$ cat src/rtl/hall_wheel_speed_meter_core_defines.svh
// assertion macros of the wheel speed meter rtl, used by the sequencer
`ifndef HALL_WHEEL_SPEED_METER_CORE_DEFINES_SVH
`define HALL_WHEEL_SPEED_METER_CORE_DEFINES_SVH

`ifndef SYNTHESIS

// same-cycle implication
`define HWSM_ASSERT_NOW(lbl, clk, rst_n, ante, cons) \
  lbl: assert property (@(posedge clk) disable iff (!rst_n) (ante) |-> (cons)) \
    else $error("hwsm assertion failed");

// next-cycle implication
`define HWSM_ASSERT_NXT(lbl, clk, rst_n, ante, cons) \
  lbl: assert property (@(posedge clk) disable iff (!rst_n) (ante) |=> (cons)) \
    else $error("hwsm assertion failed");

`else

`define HWSM_ASSERT_NOW(lbl, clk, rst_n, ante, cons)
`define HWSM_ASSERT_NXT(lbl, clk, rst_n, ante, cons)

`endif

`endif

$ cat src/rtl/hwsm_pkg.sv
// types and constants of the wheel speed meter
package hwsm_pkg;

  localparam int unsigned THR_W    = 15;
  localparam int unsigned DIST_W   = 24;
  localparam int unsigned TIME_W   = 32;
  localparam int unsigned PULSE_W  = 20;
  localparam int unsigned SPEED_W  = 16;
  localparam int unsigned DUTY_W   = 15;
  localparam int unsigned ADDR_W   = 4;
  localparam int unsigned DATA_W   = 32;

  // shared divider: numerator covers high*25600 and distance*1000
  localparam int unsigned DIV_NUM_W = 35;
  localparam int unsigned DIV_DEN_W = 32;

  localparam logic [DUTY_W-1:0]  DUTY_FULL_SCALE = 15'd25600;
  localparam logic [SPEED_W-1:0] SPEED_MAX       = 16'hFFFF;
  localparam logic [9:0]         UM_US_TO_MM_S   = 10'd1000;

  localparam logic [THR_W-1:0]  RST_UPPER_THR  = 15'd12800;
  localparam logic [DIST_W-1:0] RST_DISTANCE   = '0;
  localparam logic [TIME_W-1:0] RST_TIMEOUT    = 32'd1000000;
  localparam logic [TIME_W-1:0] RST_INIT_TIME  = '0;

  // register index, taken from paddr[3:2]
  localparam logic [1:0] REG_UPPER_THR = 2'd0;
  localparam logic [1:0] REG_DISTANCE  = 2'd1;
  localparam logic [1:0] REG_TIMEOUT   = 2'd2;
  localparam logic [1:0] REG_INIT_TIME = 2'd3;

  typedef struct packed {
    logic [THR_W-1:0]  upper_threshold;
    logic [DIST_W-1:0] distance_per_pulse_um;
    logic [TIME_W-1:0] timeout_us;
    logic [TIME_W-1:0] init_time_us;
  } cfg_t;

  typedef struct packed {
    logic cap;         // capture input beat
    logic duty_start;  // start duty division
    logic duty_zero;   // load zero duty
    logic duty_ld;     // load duty quotient
    logic eval;        // threshold test and speed candidate
    logic spd_start;   // start speed division
    logic spd_ld;      // load saturated speed quotient
    logic commit;      // update state and result beat
  } ctrl_cmd_t;

  typedef struct packed {
    logic width_zero;
    logic edge_hit;
    logic dt_zero;
    logic div_busy;
    logic div_done;
  } ctrl_sts_t;

endpackage

$ cat src/rtl/hwsm_div.sv
// restoring divider, one quotient bit per cycle
module hwsm_div #(
  parameter int unsigned NUM_W = hwsm_pkg::DIV_NUM_W,
  parameter int unsigned DEN_W = hwsm_pkg::DIV_DEN_W
) (
  input  logic             clk_i,
  input  logic             rst_ni,
  input  logic             start_i,
  input  logic [NUM_W-1:0] num_i,
  input  logic [DEN_W-1:0] den_i,
  output logic             busy_o,
  output logic             done_o,
  output logic [NUM_W-1:0] quot_o
);

  localparam int unsigned CNT_W = (NUM_W > 1) ? $clog2(NUM_W) : 1;

  logic [NUM_W-1:0] num_q, num_d;
  logic [DEN_W-1:0] rem_q, rem_d;
  logic [DEN_W-1:0] den_q;
  logic [CNT_W-1:0] cnt_q;
  logic             busy_q, done_q;
  logic [DEN_W:0]   trial;
  logic [DEN_W:0]   diff;
  logic             qbit;

  assign trial = {rem_q, num_q[NUM_W-1]};
  assign diff  = trial - {1'b0, den_q};
  assign qbit  = (trial >= {1'b0, den_q});

  always_comb begin
    rem_d = qbit ? diff[DEN_W-1:0] : trial[DEN_W-1:0];
    num_d = {num_q[NUM_W-2:0], qbit};
  end

  always_ff @(posedge clk_i) begin
    if (start_i) begin
      num_q <= num_i;
      den_q <= den_i;
      rem_q <= '0;
    end else if (busy_q) begin
      num_q <= num_d;
      rem_q <= rem_d;
    end
  end

  always_ff @(posedge clk_i or negedge rst_ni) begin
    if (!rst_ni) begin
      busy_q <= 1'b0;
      done_q <= 1'b0;
      cnt_q  <= '0;
    end else begin
      done_q <= 1'b0;
      if (start_i) begin
        busy_q <= 1'b1;
        cnt_q  <= '0;
      end else if (busy_q) begin
        if (cnt_q == CNT_W'(NUM_W - 1)) begin
          busy_q <= 1'b0;
          done_q <= 1'b1;
        end
        cnt_q <= cnt_q + 1'b1;
      end
    end
  end

  assign busy_o = busy_q;
  assign done_o = done_q;
  assign quot_o = num_q;

endmodule

$ cat src/rtl/hwsm_ctrl.sv
// sequencer for one item: duty division (skipped for a zero width), threshold test, speed division on an event, commit
`include "hall_wheel_speed_meter_core_defines.svh"

module hwsm_ctrl (
  input  logic                  clk_i,
  input  logic                  rst_ni,
  input  logic                  in_valid_i,
  output logic                  in_stall_o,
  output logic                  out_valid_o,
  input  logic                  out_stall_i,
  input  hwsm_pkg::ctrl_sts_t   sts_i,
  output hwsm_pkg::ctrl_cmd_t   cmd_o
);

  typedef enum logic [2:0] {
    S_IDLE,
    S_DUTY,
    S_DUTY_WAIT,
    S_EVAL,
    S_SPEED_WAIT,
    S_FINISH
  } state_e;

  state_e state_q, state_d;
  logic   out_valid_q, out_valid_d;
  logic   in_acc;
  logic   slot_free;

  assign in_stall_o = (state_q != S_IDLE);
  assign in_acc     = in_valid_i && (state_q == S_IDLE);
  assign slot_free  = !out_valid_q || !out_stall_i;

  always_comb begin
    cmd_o       = '0;
    state_d     = state_q;
    out_valid_d = out_valid_q && out_stall_i;
    case (state_q)
      S_IDLE: begin
        if (in_acc) begin
          cmd_o.cap = 1'b1;
          state_d   = S_DUTY;
        end
      end
      S_DUTY: begin
        if (sts_i.width_zero) begin
          cmd_o.duty_zero = 1'b1;
          state_d         = S_EVAL;
        end else begin
          cmd_o.duty_start = 1'b1;
          state_d          = S_DUTY_WAIT;
        end
      end
      S_DUTY_WAIT: begin
        if (sts_i.div_done) begin
          cmd_o.duty_ld = 1'b1;
          state_d       = S_EVAL;
        end
      end
      S_EVAL: begin
        cmd_o.eval = 1'b1;
        // a zero interval saturates without dividing
        if (sts_i.edge_hit && !sts_i.dt_zero) begin
          cmd_o.spd_start = 1'b1;
          state_d         = S_SPEED_WAIT;
        end else begin
          state_d = S_FINISH;
        end
      end
      S_SPEED_WAIT: begin
        if (sts_i.div_done) begin
          cmd_o.spd_ld = 1'b1;
          state_d      = S_FINISH;
        end
      end
      S_FINISH: begin
        if (slot_free) begin
          cmd_o.commit = 1'b1;
          out_valid_d  = 1'b1;
          state_d      = S_IDLE;
        end
      end
      default: begin
        state_d = S_IDLE;
      end
    endcase
  end

  always_ff @(posedge clk_i or negedge rst_ni) begin
    if (!rst_ni) begin
      state_q     <= S_IDLE;
      out_valid_q <= 1'b0;
    end else begin
      state_q     <= state_d;
      out_valid_q <= out_valid_d;
    end
  end

  assign out_valid_o = out_valid_q;

  `HWSM_ASSERT_NXT(a_accept_starts_duty, clk_i, rst_ni, in_acc, state_q == S_DUTY)
  `HWSM_ASSERT_NOW(a_div_start_free, clk_i, rst_ni,
                   cmd_o.duty_start || cmd_o.spd_start, !sts_i.div_busy)
  `HWSM_ASSERT_NOW(a_wait_has_div, clk_i, rst_ni,
                   state_q == S_DUTY_WAIT || state_q == S_SPEED_WAIT,
                   sts_i.div_busy || sts_i.div_done)
  `HWSM_ASSERT_NXT(a_commit_shows_beat, clk_i, rst_ni, cmd_o.commit, out_valid_q)

endmodule

$ cat src/rtl/hwsm_dpath.sv
// operand registers, item state and the shared divider
module hwsm_dpath (
  input  logic                          clk_i,
  input  logic                          rst_ni,
  input  hwsm_pkg::cfg_t                cfg_i,
  input  logic [hwsm_pkg::PULSE_W-1:0]  pulse_high_us_i,
  input  logic [hwsm_pkg::PULSE_W-1:0]  pulse_low_us_i,
  input  logic [hwsm_pkg::TIME_W-1:0]   timestamp_us_i,
  input  hwsm_pkg::ctrl_cmd_t           cmd_i,
  output hwsm_pkg::ctrl_sts_t           sts_o,
  output logic [hwsm_pkg::SPEED_W-1:0]  speed_mm_s_o,
  output logic [hwsm_pkg::DUTY_W-1:0]   duty_cycle_o,
  output logic                          edge_seen_o
);

  localparam int unsigned NW = hwsm_pkg::DIV_NUM_W;
  localparam int unsigned DW = hwsm_pkg::DIV_DEN_W;

  logic [hwsm_pkg::PULSE_W-1:0] high_q, low_q;
  logic [hwsm_pkg::TIME_W-1:0]  ts_q;
  logic [hwsm_pkg::DUTY_W-1:0]  duty_q;
  logic                         edge_q, above_q;
  logic [hwsm_pkg::SPEED_W-1:0] cand_q;

  // item state, also the result beat
  logic                         prev_above_q;
  logic [hwsm_pkg::DUTY_W-1:0]  last_duty_q;
  logic [hwsm_pkg::TIME_W-1:0]  last_edge_q;
  logic [hwsm_pkg::SPEED_W-1:0] held_q;
  logic                         edge_out_q;

  logic [hwsm_pkg::PULSE_W:0]   wsum;
  logic [NW-1:0]                duty_num, spd_num, div_num, quot;
  logic [DW-1:0]                div_den;
  logic                         div_busy, div_done;
  logic [hwsm_pkg::DUTY_W:0]    dsum;
  logic [hwsm_pkg::DUTY_W-1:0]  avg;
  logic                         above, edge_hit;
  logic [hwsm_pkg::TIME_W-1:0]  dt, elapsed;
  logic [hwsm_pkg::SPEED_W-1:0] spd_sat;
  logic                         force_zero;

  assign wsum     = (hwsm_pkg::PULSE_W+1)'(high_q) + (hwsm_pkg::PULSE_W+1)'(low_q);
  assign duty_num = NW'(high_q) * NW'(hwsm_pkg::DUTY_FULL_SCALE);
  assign spd_num  = NW'(cfg_i.distance_per_pulse_um) * NW'(hwsm_pkg::UM_US_TO_MM_S);
  assign dt       = ts_q - last_edge_q;

  assign div_num = cmd_i.spd_start ? spd_num : duty_num;
  assign div_den = cmd_i.spd_start ? dt : DW'(wsum);

  hwsm_div #(
    .NUM_W (NW),
    .DEN_W (DW)
  ) u_div (
    .clk_i   (clk_i),
    .rst_ni  (rst_ni),
    .start_i (cmd_i.duty_start || cmd_i.spd_start),
    .num_i   (div_num),
    .den_i   (div_den),
    .busy_o  (div_busy),
    .done_o  (div_done),
    .quot_o  (quot)
  );

  assign dsum     = (hwsm_pkg::DUTY_W+1)'(duty_q) + (hwsm_pkg::DUTY_W+1)'(last_duty_q);
  assign avg      = dsum[hwsm_pkg::DUTY_W:1];
  assign above    = (avg >= cfg_i.upper_threshold);
  assign edge_hit = above && !prev_above_q;

  assign spd_sat = (quot[NW-1:hwsm_pkg::SPEED_W] != '0) ? hwsm_pkg::SPEED_MAX
                                                       : quot[hwsm_pkg::SPEED_W-1:0];

  // an event in this item restarts the elapsed time at zero
  assign elapsed    = edge_q ? '0 : dt;
  assign force_zero = (elapsed >= cfg_i.timeout_us) || (ts_q <= cfg_i.init_time_us);

  always_ff @(posedge clk_i) begin
    if (cmd_i.cap) begin
      high_q <= pulse_high_us_i;
      low_q  <= pulse_low_us_i;
      ts_q   <= timestamp_us_i;
    end
    if (cmd_i.duty_zero) begin
      duty_q <= '0;
    end else if (cmd_i.duty_ld) begin
      duty_q <= quot[hwsm_pkg::DUTY_W-1:0];
    end
    if (cmd_i.eval) begin
      edge_q  <= edge_hit;
      above_q <= above;
      cand_q  <= edge_hit ? hwsm_pkg::SPEED_MAX : held_q;
    end else if (cmd_i.spd_ld) begin
      cand_q <= spd_sat;
    end
    if (cmd_i.commit) begin
      edge_out_q <= edge_q;
    end
  end

  always_ff @(posedge clk_i or negedge rst_ni) begin
    if (!rst_ni) begin
      prev_above_q <= 1'b0;
      last_duty_q  <= '0;
      last_edge_q  <= '0;
      held_q       <= '0;
    end else if (cmd_i.commit) begin
      prev_above_q <= above_q;
      last_duty_q  <= duty_q;
      if (edge_q) begin
        last_edge_q <= ts_q;
      end
      held_q <= force_zero ? '0 : cand_q;
    end
  end

  always_comb begin
    sts_o            = '0;
    sts_o.width_zero = (high_q == '0) || (low_q == '0);
    sts_o.edge_hit   = edge_hit;
    sts_o.dt_zero    = (dt == '0);
    sts_o.div_busy   = div_busy;
    sts_o.div_done   = div_done;
  end

  assign speed_mm_s_o = held_q;
  assign duty_cycle_o = last_duty_q;
  assign edge_seen_o  = edge_out_q;

endmodule

$ cat src/rtl/hall_wheel_speed_meter_core.sv
// Wheel speed from a Hall sensor's PWM duty cycle. Each input beat (high and
// low pulse width, timestamp) gives one result beat (speed in mm/s, duty
// cycle in percent*256, event flag). The duty division is skipped when a pulse
// width is zero and the speed division runs only on a magnet event: one
// 35-step restoring divider, one quotient bit per cycle, is used
// first for the duty cycle and then for the speed. A new beat is taken once
// the previous item has moved into the output register, so the next item
// runs while a result beat is still stalled. Registers sit on an APB port at
// byte addresses 0x0 (upper threshold), 0x4 (distance per pulse in um),
// 0x8 (timeout in us) and 0xC (init time in us).
module hall_wheel_speed_meter_core (
  input  logic                          clk_i,
  input  logic                          rst_ni,
  input  logic                          psel,
  input  logic                          penable,
  input  logic                          pwrite,
  input  logic [hwsm_pkg::ADDR_W-1:0]   paddr,
  input  logic [hwsm_pkg::DATA_W-1:0]   pwdata,
  output logic [hwsm_pkg::DATA_W-1:0]   prdata,
  output logic                          pready,
  input  logic                          in_valid_i,
  output logic                          in_stall_o,
  input  logic [hwsm_pkg::PULSE_W-1:0]  pulse_high_us_i,
  input  logic [hwsm_pkg::PULSE_W-1:0]  pulse_low_us_i,
  input  logic [hwsm_pkg::TIME_W-1:0]   timestamp_us_i,
  output logic                          out_valid_o,
  input  logic                          out_stall_i,
  output logic [hwsm_pkg::SPEED_W-1:0]  speed_mm_s_o,
  output logic [hwsm_pkg::DUTY_W-1:0]   duty_cycle_o,
  output logic                          edge_seen_o
);

  hwsm_pkg::cfg_t      cfg_q;
  hwsm_pkg::ctrl_cmd_t cmd;
  hwsm_pkg::ctrl_sts_t sts;
  logic                wr_en;
  logic [1:0]          reg_idx;

  assign pready  = 1'b1;
  assign wr_en   = psel && penable && pwrite;
  assign reg_idx = paddr[3:2];

  always_ff @(posedge clk_i or negedge rst_ni) begin
    if (!rst_ni) begin
      cfg_q.upper_threshold       <= hwsm_pkg::RST_UPPER_THR;
      cfg_q.distance_per_pulse_um <= hwsm_pkg::RST_DISTANCE;
      cfg_q.timeout_us            <= hwsm_pkg::RST_TIMEOUT;
      cfg_q.init_time_us          <= hwsm_pkg::RST_INIT_TIME;
    end else if (wr_en) begin
      case (reg_idx)
        hwsm_pkg::REG_UPPER_THR: begin
          cfg_q.upper_threshold <= pwdata[hwsm_pkg::THR_W-1:0];
        end
        hwsm_pkg::REG_DISTANCE: begin
          cfg_q.distance_per_pulse_um <= pwdata[hwsm_pkg::DIST_W-1:0];
        end
        hwsm_pkg::REG_TIMEOUT: begin
          cfg_q.timeout_us <= pwdata[hwsm_pkg::TIME_W-1:0];
        end
        hwsm_pkg::REG_INIT_TIME: begin
          cfg_q.init_time_us <= pwdata[hwsm_pkg::TIME_W-1:0];
        end
        default: begin
        end
      endcase
    end
  end

  always_comb begin
    case (reg_idx)
      hwsm_pkg::REG_UPPER_THR: prdata = hwsm_pkg::DATA_W'(cfg_q.upper_threshold);
      hwsm_pkg::REG_DISTANCE:  prdata = hwsm_pkg::DATA_W'(cfg_q.distance_per_pulse_um);
      hwsm_pkg::REG_TIMEOUT:   prdata = hwsm_pkg::DATA_W'(cfg_q.timeout_us);
      hwsm_pkg::REG_INIT_TIME: prdata = hwsm_pkg::DATA_W'(cfg_q.init_time_us);
      default:                 prdata = '0;
    endcase
  end

  hwsm_ctrl u_ctrl (
    .clk_i       (clk_i),
    .rst_ni      (rst_ni),
    .in_valid_i  (in_valid_i),
    .in_stall_o  (in_stall_o),
    .out_valid_o (out_valid_o),
    .out_stall_i (out_stall_i),
    .sts_i       (sts),
    .cmd_o       (cmd)
  );

  hwsm_dpath u_dpath (
    .clk_i           (clk_i),
    .rst_ni          (rst_ni),
    .cfg_i           (cfg_q),
    .pulse_high_us_i (pulse_high_us_i),
    .pulse_low_us_i  (pulse_low_us_i),
    .timestamp_us_i  (timestamp_us_i),
    .cmd_i           (cmd),
    .sts_o           (sts),
    .speed_mm_s_o    (speed_mm_s_o),
    .duty_cycle_o    (duty_cycle_o),
    .edge_seen_o     (edge_seen_o)
  );

endmodule

$ cat config.mk
export PLATFORM = sky130hd
export DESIGN_NAME = hall_wheel_speed_meter_core
export DESIGN_NICKNAME = d
export VERILOG_FILES = /design/src/rtl/hwsm_pkg.sv /design/src/rtl/hwsm_div.sv /design/src/rtl/hwsm_ctrl.sv /design/src/rtl/hwsm_dpath.sv /design/src/rtl/hall_wheel_speed_meter_core.sv
export VERILOG_INCLUDE_DIRS = /design/src /design/src/rtl
export SDC_FILE = /design/constraint.sdc
export NUM_CORES = 1
export LEC_CHECK = 0
export ABC_AREA = 0
export BUFFER_PORTS_ARGS = -buffer_cell sky130_fd_sc_hd__buf_4
export CORE_UTILIZATION = 56
export CTS_CLUSTER_SIZE = 10
export DETAILED_ROUTE_END_ITERATION = 8
export PLACE_DENSITY = 0.78
export SYNTH_ARGS = -nofsm -noshare
export SYNTH_HDL_FRONTEND = slang
export SYNTH_SLANG_ARGS = --single-unit
$ cat constraint.sdc
create_clock -name clk_i -period 5.5 [get_ports clk_i]
set_input_delay 0.825 -clock clk_i [delete_from_list [all_inputs] [get_ports clk_i]]
set_output_delay 0.825 -clock clk_i [all_outputs]
set_load 0.01 [all_outputs]
==> results of run 1 <==
through the flow:
step	cells	power [uW]	TNS [ps]
after floorplan	2903	11400	0
after global placement	3702	14400	0
after detailed placement	3702	14800	0
after CTS	3789	17800	0
after global routing	3795	19700	-10.6
final	3795	18300	0
cells by family after synthesis:
| family | count (synthesis) | share of synthesized area (%) |
|---|---|---|
| compound gates | 678 | 15.4 |
| xor+xnor | 117 | 3.63 |
| fa+ha+maj | 426 | 21.7 |
| buf+inv | 484 | 6.56 |
| flops | 384 | 36.1 |
| mux | 128 | 5.53 |
| other cells | 1 | 0.0133 |
| simple gates | 685 | 11.2 |
layer usage:
metal / vias to the layer above / global-route usage [%]
li1: 10500 / -
met1: 10900 / 41.5
met2: 886 / 47.9
met3: 139 / 3.34
met4: 0 / 9.83
met5: - / 0
cell usage after synthesis, drive strengths merged, types with 40 or more instances:
| cell | instances |
|---|---|
| ha | 321 |
| edfxtp | 158 |
| a21o | 75 |
| dfxtp | 47 |
| clkbuf | 75 |
| o21ai | 201 |
| nand2 | 249 |
| mux2i | 40 |
| fa | 105 |
| a21oi | 173 |
| inv | 386 |
| dfrtp | 169 |
| nor2 | 186 |
| xnor2 | 79 |
| a211oi | 40 |
| mux2 | 73 |
cell type report:
class	instances	area, um^2	area share (%)
multi-input combinational	2035	16300	50.8
inverter	387	1460	4.55
clock inverter	5	43.8	0.137
clock buffer	82	1400	4.36
tap	664	831	2.59
sequential	384	10200	31.8
timing repair buffer	238	1850	5.78
state kept, by name (all words and copies together) (netlist names):
signal and cells:
u_dpath.speed_mm_s_o 16, u_dpath.duty_q 15, u_dpath.edge_seen_o 1, u_dpath.low_q 20, u_dpath.ts_q 32, u_dpath.edge_q 1
u_dpath.u_div.rem_q 32, u_dpath.duty_cycle_o 15, u_dpath.u_div.done_o 1, u_dpath.u_div.den_q 32, u_dpath.u_div.cnt_q 6, u_dpath.last_edge_q 32
u_dpath.cand_q 16, u_ctrl.out_valid_o 1, u_dpath.u_div.busy_o 1, u_dpath.u_div.quot_o 35, u_dpath.prev_above_q 1, u_dpath.high_q 20
cfg_q 103, u_dpath.above_q 1, u_ctrl.state_q 3
final timing paths:
check / to / from / slack [ps] / cells past startpoint
max in group asynchronous: u_dpath.u_div.busy_o / rst_ni / 4200 / 2
min in group clk_i: u_dpath.ts_q[6] / timestamp_us_i[6] / 400 / 1
worst min register to register: u_dpath.prev_above_q / u_dpath.above_q / 450 / 2
worst max-delay path: u_dpath.u_div.quot_o[22] / cfg_q[67] / 160 / 16
worst max register to register: u_dpath.u_div.quot_o[22] / cfg_q[67] / 160 / 16
worst min-delay path: cfg_q[8] / rst_ni / 280 / 1
where the power goes:
part           internal (uW)  switching (uW)
registers               3170             160
clock network           1720            1210
logic                   5050            7010
total                   9940            8380
what timing repair did:
action	4_1_cts	5_1_grt
endpoints found under the setup margin	0	90
gates resized for setup	0	20
hold buffers	0	0
buffers inserted	0	6
==> summary.txt, run 1 <==
Run status
  – Status: finished, final reports clean

Power
  – Leakage dissipation: 0.0150 uW
  – Power per cell area: ~570 nW/um^2
  – Maximum vdd ir drop: 0.00124 V

Clock network
  – Root Driver: clkbuf_16
  – Clk slew on worst S/H paths: 60 ps
  – Worst-Skew Late Latency: 600 ps
  – CTS tree: done
  – Total CTS buffers: 47
  – # clock sinks: roughly 380
  – Htree depth: 2
  – CTS max path bufs: 3

Timing
  – Setup violations, final: 0
  – Final Hold Viols: 0
  – Slew Limit Headroom: 26.8%
  – Minimum clock period: 5340 ps
  – Fmax: 187 MHz
  – Clock Skew: 37.5 ps
  – Slew Limit Fails: 0
  – Final Cycle Share: 97.0%
  – Slew @ Worst Pin: 1090 ps
  – Hold Slack: about 280 ps
  – Smallest setup slack after layout: 164 ps

Global route
  – Largest net degree at the start of global routing: around 110
  – First-pass GRT wire length: 119000 um
  – Initial antenna violation count: 0
  – GRT Total Usage: 29.6%
  – Vias in the first global route: 22300
  – Grt total ovfl: 0

Worst setup path
  – Startpoint types: flop
  – Max stage delay on crit path: 580 ps
  – Top cell by count, worst path: fa_1
  – Crit path max-delay cell type: fa_1
  – Critical Path Fanout Max: 5
  – Worst Path Arrival: 5640 ps
  – Setup CP Type: reg2reg
  – Critical Path RT: 5800 ps
  – Cells along the critical path: inv_2, fa_1, fa_1, fa_1, fa_1, inv_1, ha_1, or2_2, o31a_1, a211o_1, a2111oi_2, nor3_1, a21o_1, a21oi_1, xor2_1, o221ai_1
  – Top delay family on crit path: adder cells
  – CP bufs+invs: 2
  – Crit. End Element: flop

Worst hold path
  – Worst hold path class: in2async

Synth
  – Main synth FF type: dfrtp_1
  – Distinct cells, synth: 80
  – Syn Area/Cell: 9.72 um^2
  – Cell taking the most area after synthesis: edfxtp_1
  – Mapped Cells: around 2900
  – Async SR Flop Fraction: 46.6%
  – Largest cells by area after synthesis: edfxtp_1, dfrtp_1, ha_1, fa_1, inv_1
  – Synth Register Bits: 384
  – Syn_nets: 3444
  – Sequential share of the synthesized area: 36.1%
  – Synth top area share: 16.8%
  – Mapped Area: 28200 um^2
  – Synthesis Warnings: 0
  – Post-synth EDFFs: 158

Die
  – Core area: 49400 um^2
  – Initial Util: 57.2%
  – Die width: roughly 230 um
  – Die H: 227 um
  – Top Ports: about 180
  – Full die area: 51300 um^2
  – Core Rows: 81

Final layout
  – Share of cells above drive strength 1: 14.0%
  – Utilization of the core after routing: 65.0%
  – Ant. Diodes: 0
  – Commonest cells after routing, fill and taps aside: inv_1, ha_1, nand2_1, buf_4, o21ai_0
  – Commonest non-fill, non-tap cell in the layout: inv_1
  – Design Area, Final: 32100 um^2
  – Layout fillers: between 3000 and 4000
  – Area grow syn2layout: 13.6%
  – Fin nets: between 3000 and 4000

Route
  – Wire length on met2: 34500 um
  – Via count: 22400
  – Wirelength, routed: 74600 um
  – Metal1 wirelength: 32400 um
  – Drt via density: 5.91
  – Pre-Repair DR Iteration Count: 6
  – DR WL/cell: 19.7 um
  – DRC viols: 0
  – Iter 0 DRT Violations: approximately 2000
  – Met3 WL: ~5400 um
  – DR top layer: met4
  – Final ANT Viol Nets: 0

Place
  – GPL Wtd Cong: 0.943
  – Buffers on Ports: 178
  – Dpl hpwl: roughly 57000 um
  – Pre-CTS setup slack: 64.6 ps
  – Post-placement cell area: 30500 um^2

Job
  – Max Cap Violations: 0
Note: power is estimated with default switching activity, not from simulation.
==> run 2, diff against run 1 <==
--- a/config.mk
+++ b/config.mk
@@ -12,6 +12,7 @@
 export CTS_CLUSTER_SIZE = 10
 export DETAILED_ROUTE_END_ITERATION = 8
 export PLACE_DENSITY = 0.78
+export RECOVER_POWER = 50
 export SYNTH_ARGS = -nofsm -noshare
 export SYNTH_HDL_FRONTEND = slang
 export SYNTH_SLANG_ARGS = --single-unit
==> run 2 against run 1 <==
Register-to-register slack is essentially flat; the run now ends with capacitance limit, slew limit left; critical path depth unchanged; sequential power about the same; sequential share of layout area increased by 0.18 points; wire length hardly changed; clock skew is 1.1 ps lower; highest routed layer unchanged; sequential cell count stayed put; count of clock-buffer cells in the layout stayed put; critical endpoint unchanged; largest power group unchanged; clock power barely moved; utilization down 0.37 points; final cell count did not move.
==> summary.txt, run 2 (synthesized netlist as in run 1, its figures left out) <==
Worst setup path
  – Top cell by count, worst path: fa_1
  – Critical Path RT: 5800 ps
  – CP bufs+invs: 2
  – Startpoint types: flop
  – Max stage delay on crit path: 580 ps
  – Crit. End Element: flop
  – Setup CP Type: reg2reg
  – Crit path max-delay cell type: fa_1
  – Top delay family on crit path: adder cells
  – Worst Path Arrival: approximately 5600 ps
  – Critical Path Fanout Max: 5
  – Cells along the critical path: inv_2, fa_1, fa_1, fa_1, fa_1, inv_1, ha_1, or2_2, o31a_1, a211o_1, a2111oi_2, nor3_1, a21o_1, a21oi_1, xor2_1, o221ai_1

Job
  – Max Cap Violations: 6

Route
  – DRC viols: 0
  – Final ANT Viol Nets: 0
  – Pre-Repair DR Iteration Count: 6
  – Via count: 22500
  – Wirelength, routed: between 70000 and 80000 um
  – DR WL/cell: roughly 20 um
  – Drt via density: about 5.9
  – Iter 0 DRT Violations: 2090

Final layout
  – Finished Layout Cells: 3795
  – Share of cells above drive strength 1: 12.6%
  – Ant. Diodes: 0
  – Fin nets: 3634
  – Biggest register: cfg_q
  – Commonest cells after routing, fill and taps aside: inv_1, ha_1, nand2_1, o21ai_0, nor2_1
  – Area grow syn2layout: 12.9%
  – Max reg flops: 103
  – Design Area, Final: between 30000 and 40000 um^2
  – Commonest non-fill, non-tap cell in the layout: inv_1
  – Utilization of the core after routing: 64.6%

Die
  – Core area: 49400 um^2
  – Initial Util: a little under three fifths
  – Top Ports: about 180
  – Full die area: 51300 um^2
  – Die width: around 230 um
  – Die H: between 200 and 250 um
  – Core Rows: 81

Timing
  – Slew Limit Fails: 300
  – Fmax: 188 MHz
  – Slew @ Worst Pin: 4190 ps
  – Setup violations, final: 0
  – Final Hold Viols: 0
  – Slew Limit Headroom: -179%
  – Clock Skew: between 30 and 40 ps
  – Minimum clock period: between 5000 and 6000 ps
  – Final Cycle Share: approximately 97%

Power
  – Internal: 9930 uW
  – Sw Pwr: 8370 uW
  – Seq pwr share: between 10% and 20%
  – Leakage dissipation: 0.0148 uW
  – Logic pwr share: ~66%
  – Maximum vdd ir drop: 0.00124 V
  – Switching Fraction: 45.7%
  – Power per cell area: 574 nW/um^2
  – Clock power share: approximately 16%

Clock network
  – Total CTS buffers: 47
  – Worst-Skew Late Latency: 590 ps
  – # clock sinks: 384
  – CTS tree: done
  – Clk slew on worst S/H paths: approximately 60 ps
  – CTS max path bufs: 3
  – Htree depth: 2
  – Root Driver: clkbuf_16

Global route
  – Vias in the first global route: 22300
  – First-pass GRT wire length: roughly 120000 um
  – Grt total ovfl: 0
  – Largest net degree at the start of global routing: 107
  – GRT Total Usage: 29.6%
  – Initial antenna violation count: 0

Place
  – Buffers on Ports: approximately 180
  – GPL Wtd Cong: 0.943
  – DP Cell Count: 3702
  – Dpl hpwl: 57500 um
  – Post-placement cell area: 30500 um^2

Run status
  – Status: finished, violations left
  – Failing checks: capacitance limit, slew limit

Worst hold path
  – Worst hold path class: in2reg
[run 2: power groups by stage]
stage	sequential (uW)	combinational [uW]	clock (uW)
after floorplan	3330	8120	0
after global placement	3360	11100	0
after detailed placement	3370	11400	0
after CTS	3320	11500	2970
after global routing	3350	13200	3070
final	3330	12000	2930
[run 2: area by class of cell]
| type | instances | area (um^2) |
|---|---|---|
| tap | 664 | 831 |
| clock buffer | 82 | 1400 |
| inverter | 387 | 1460 |
| multi-input combinational | 2035 | 16300 |
| timing repair buffer | 238 | 1690 |
| fill | 3860 | 17500 |
| clock inverter | 5 | 43.8 |
| sequential | 384 | 10200 |
[run 2: per-stage QoR]
step                total power, uW  setup TNS [ps]  hold slack [ps]  setup slack (ps)
global placement              14400               0              431               168
global route                  19700           -10.6              410             -10.6
detailed placement            14800               0              442              64.6
finish                        18300               0              426               167
floorplan                     11400               0              415               160
CTS                           17800               0              307              78.6
[run 2: per-layer routing]
| layer | vias to the layer above | GRT usage, % | wire [um] |
|---|---|---|---|
| met5 | - | 0 | 0 |
| met4 | 0 | 9.83 | 2330 |
| met3 | 140 | 3.34 | 5540 |
| met2 | 933 | 47.9 | 34400 |
| met1 | 10900 | 41.5 | 32400 |
| li1 | 10500 | - | - |
[run 2: path summary, 6_finish.rpt]
path	start	to	slack, ps	depth (start not counted)
max in group asynchronous	rst_ni	cfg_q[66]	1090	1
min in group asynchronous	rst_ni	cfg_q[8]	1740	1
worst min-delay path	timestamp_us_i[13]	u_dpath.ts_q[13]	430	1
worst max register to register	cfg_q[67]	u_dpath.u_div.quot_o[22]	170	16
worst max-delay path	cfg_q[67]	u_dpath.u_div.quot_o[22]	170	16
worst min register to register	u_dpath.above_q	u_dpath.prev_above_q	450	2
[run 2: worst register-to-register path: stages, from the launching register on]
cell       delay (ps)
dfrtp_1           460
inv_2             110
fa_1              580
fa_1              450
fa_1              500
fa_1              510
inv_1              40
ha_1              190
or2_2             310
o31a_1            300
a211o_1           330
a2111oi_2         310
nor3_1            130
a21o_1            200
a21oi_1           170
xor2_1            310
o221ai_1          170
[run 2: timing repair]
item                       in CTS  in global routing
setup buffers                   0                  6
hold buffers                    0                  0
setup endpoints to repair       0                 90
gates resized for setup         0                 20
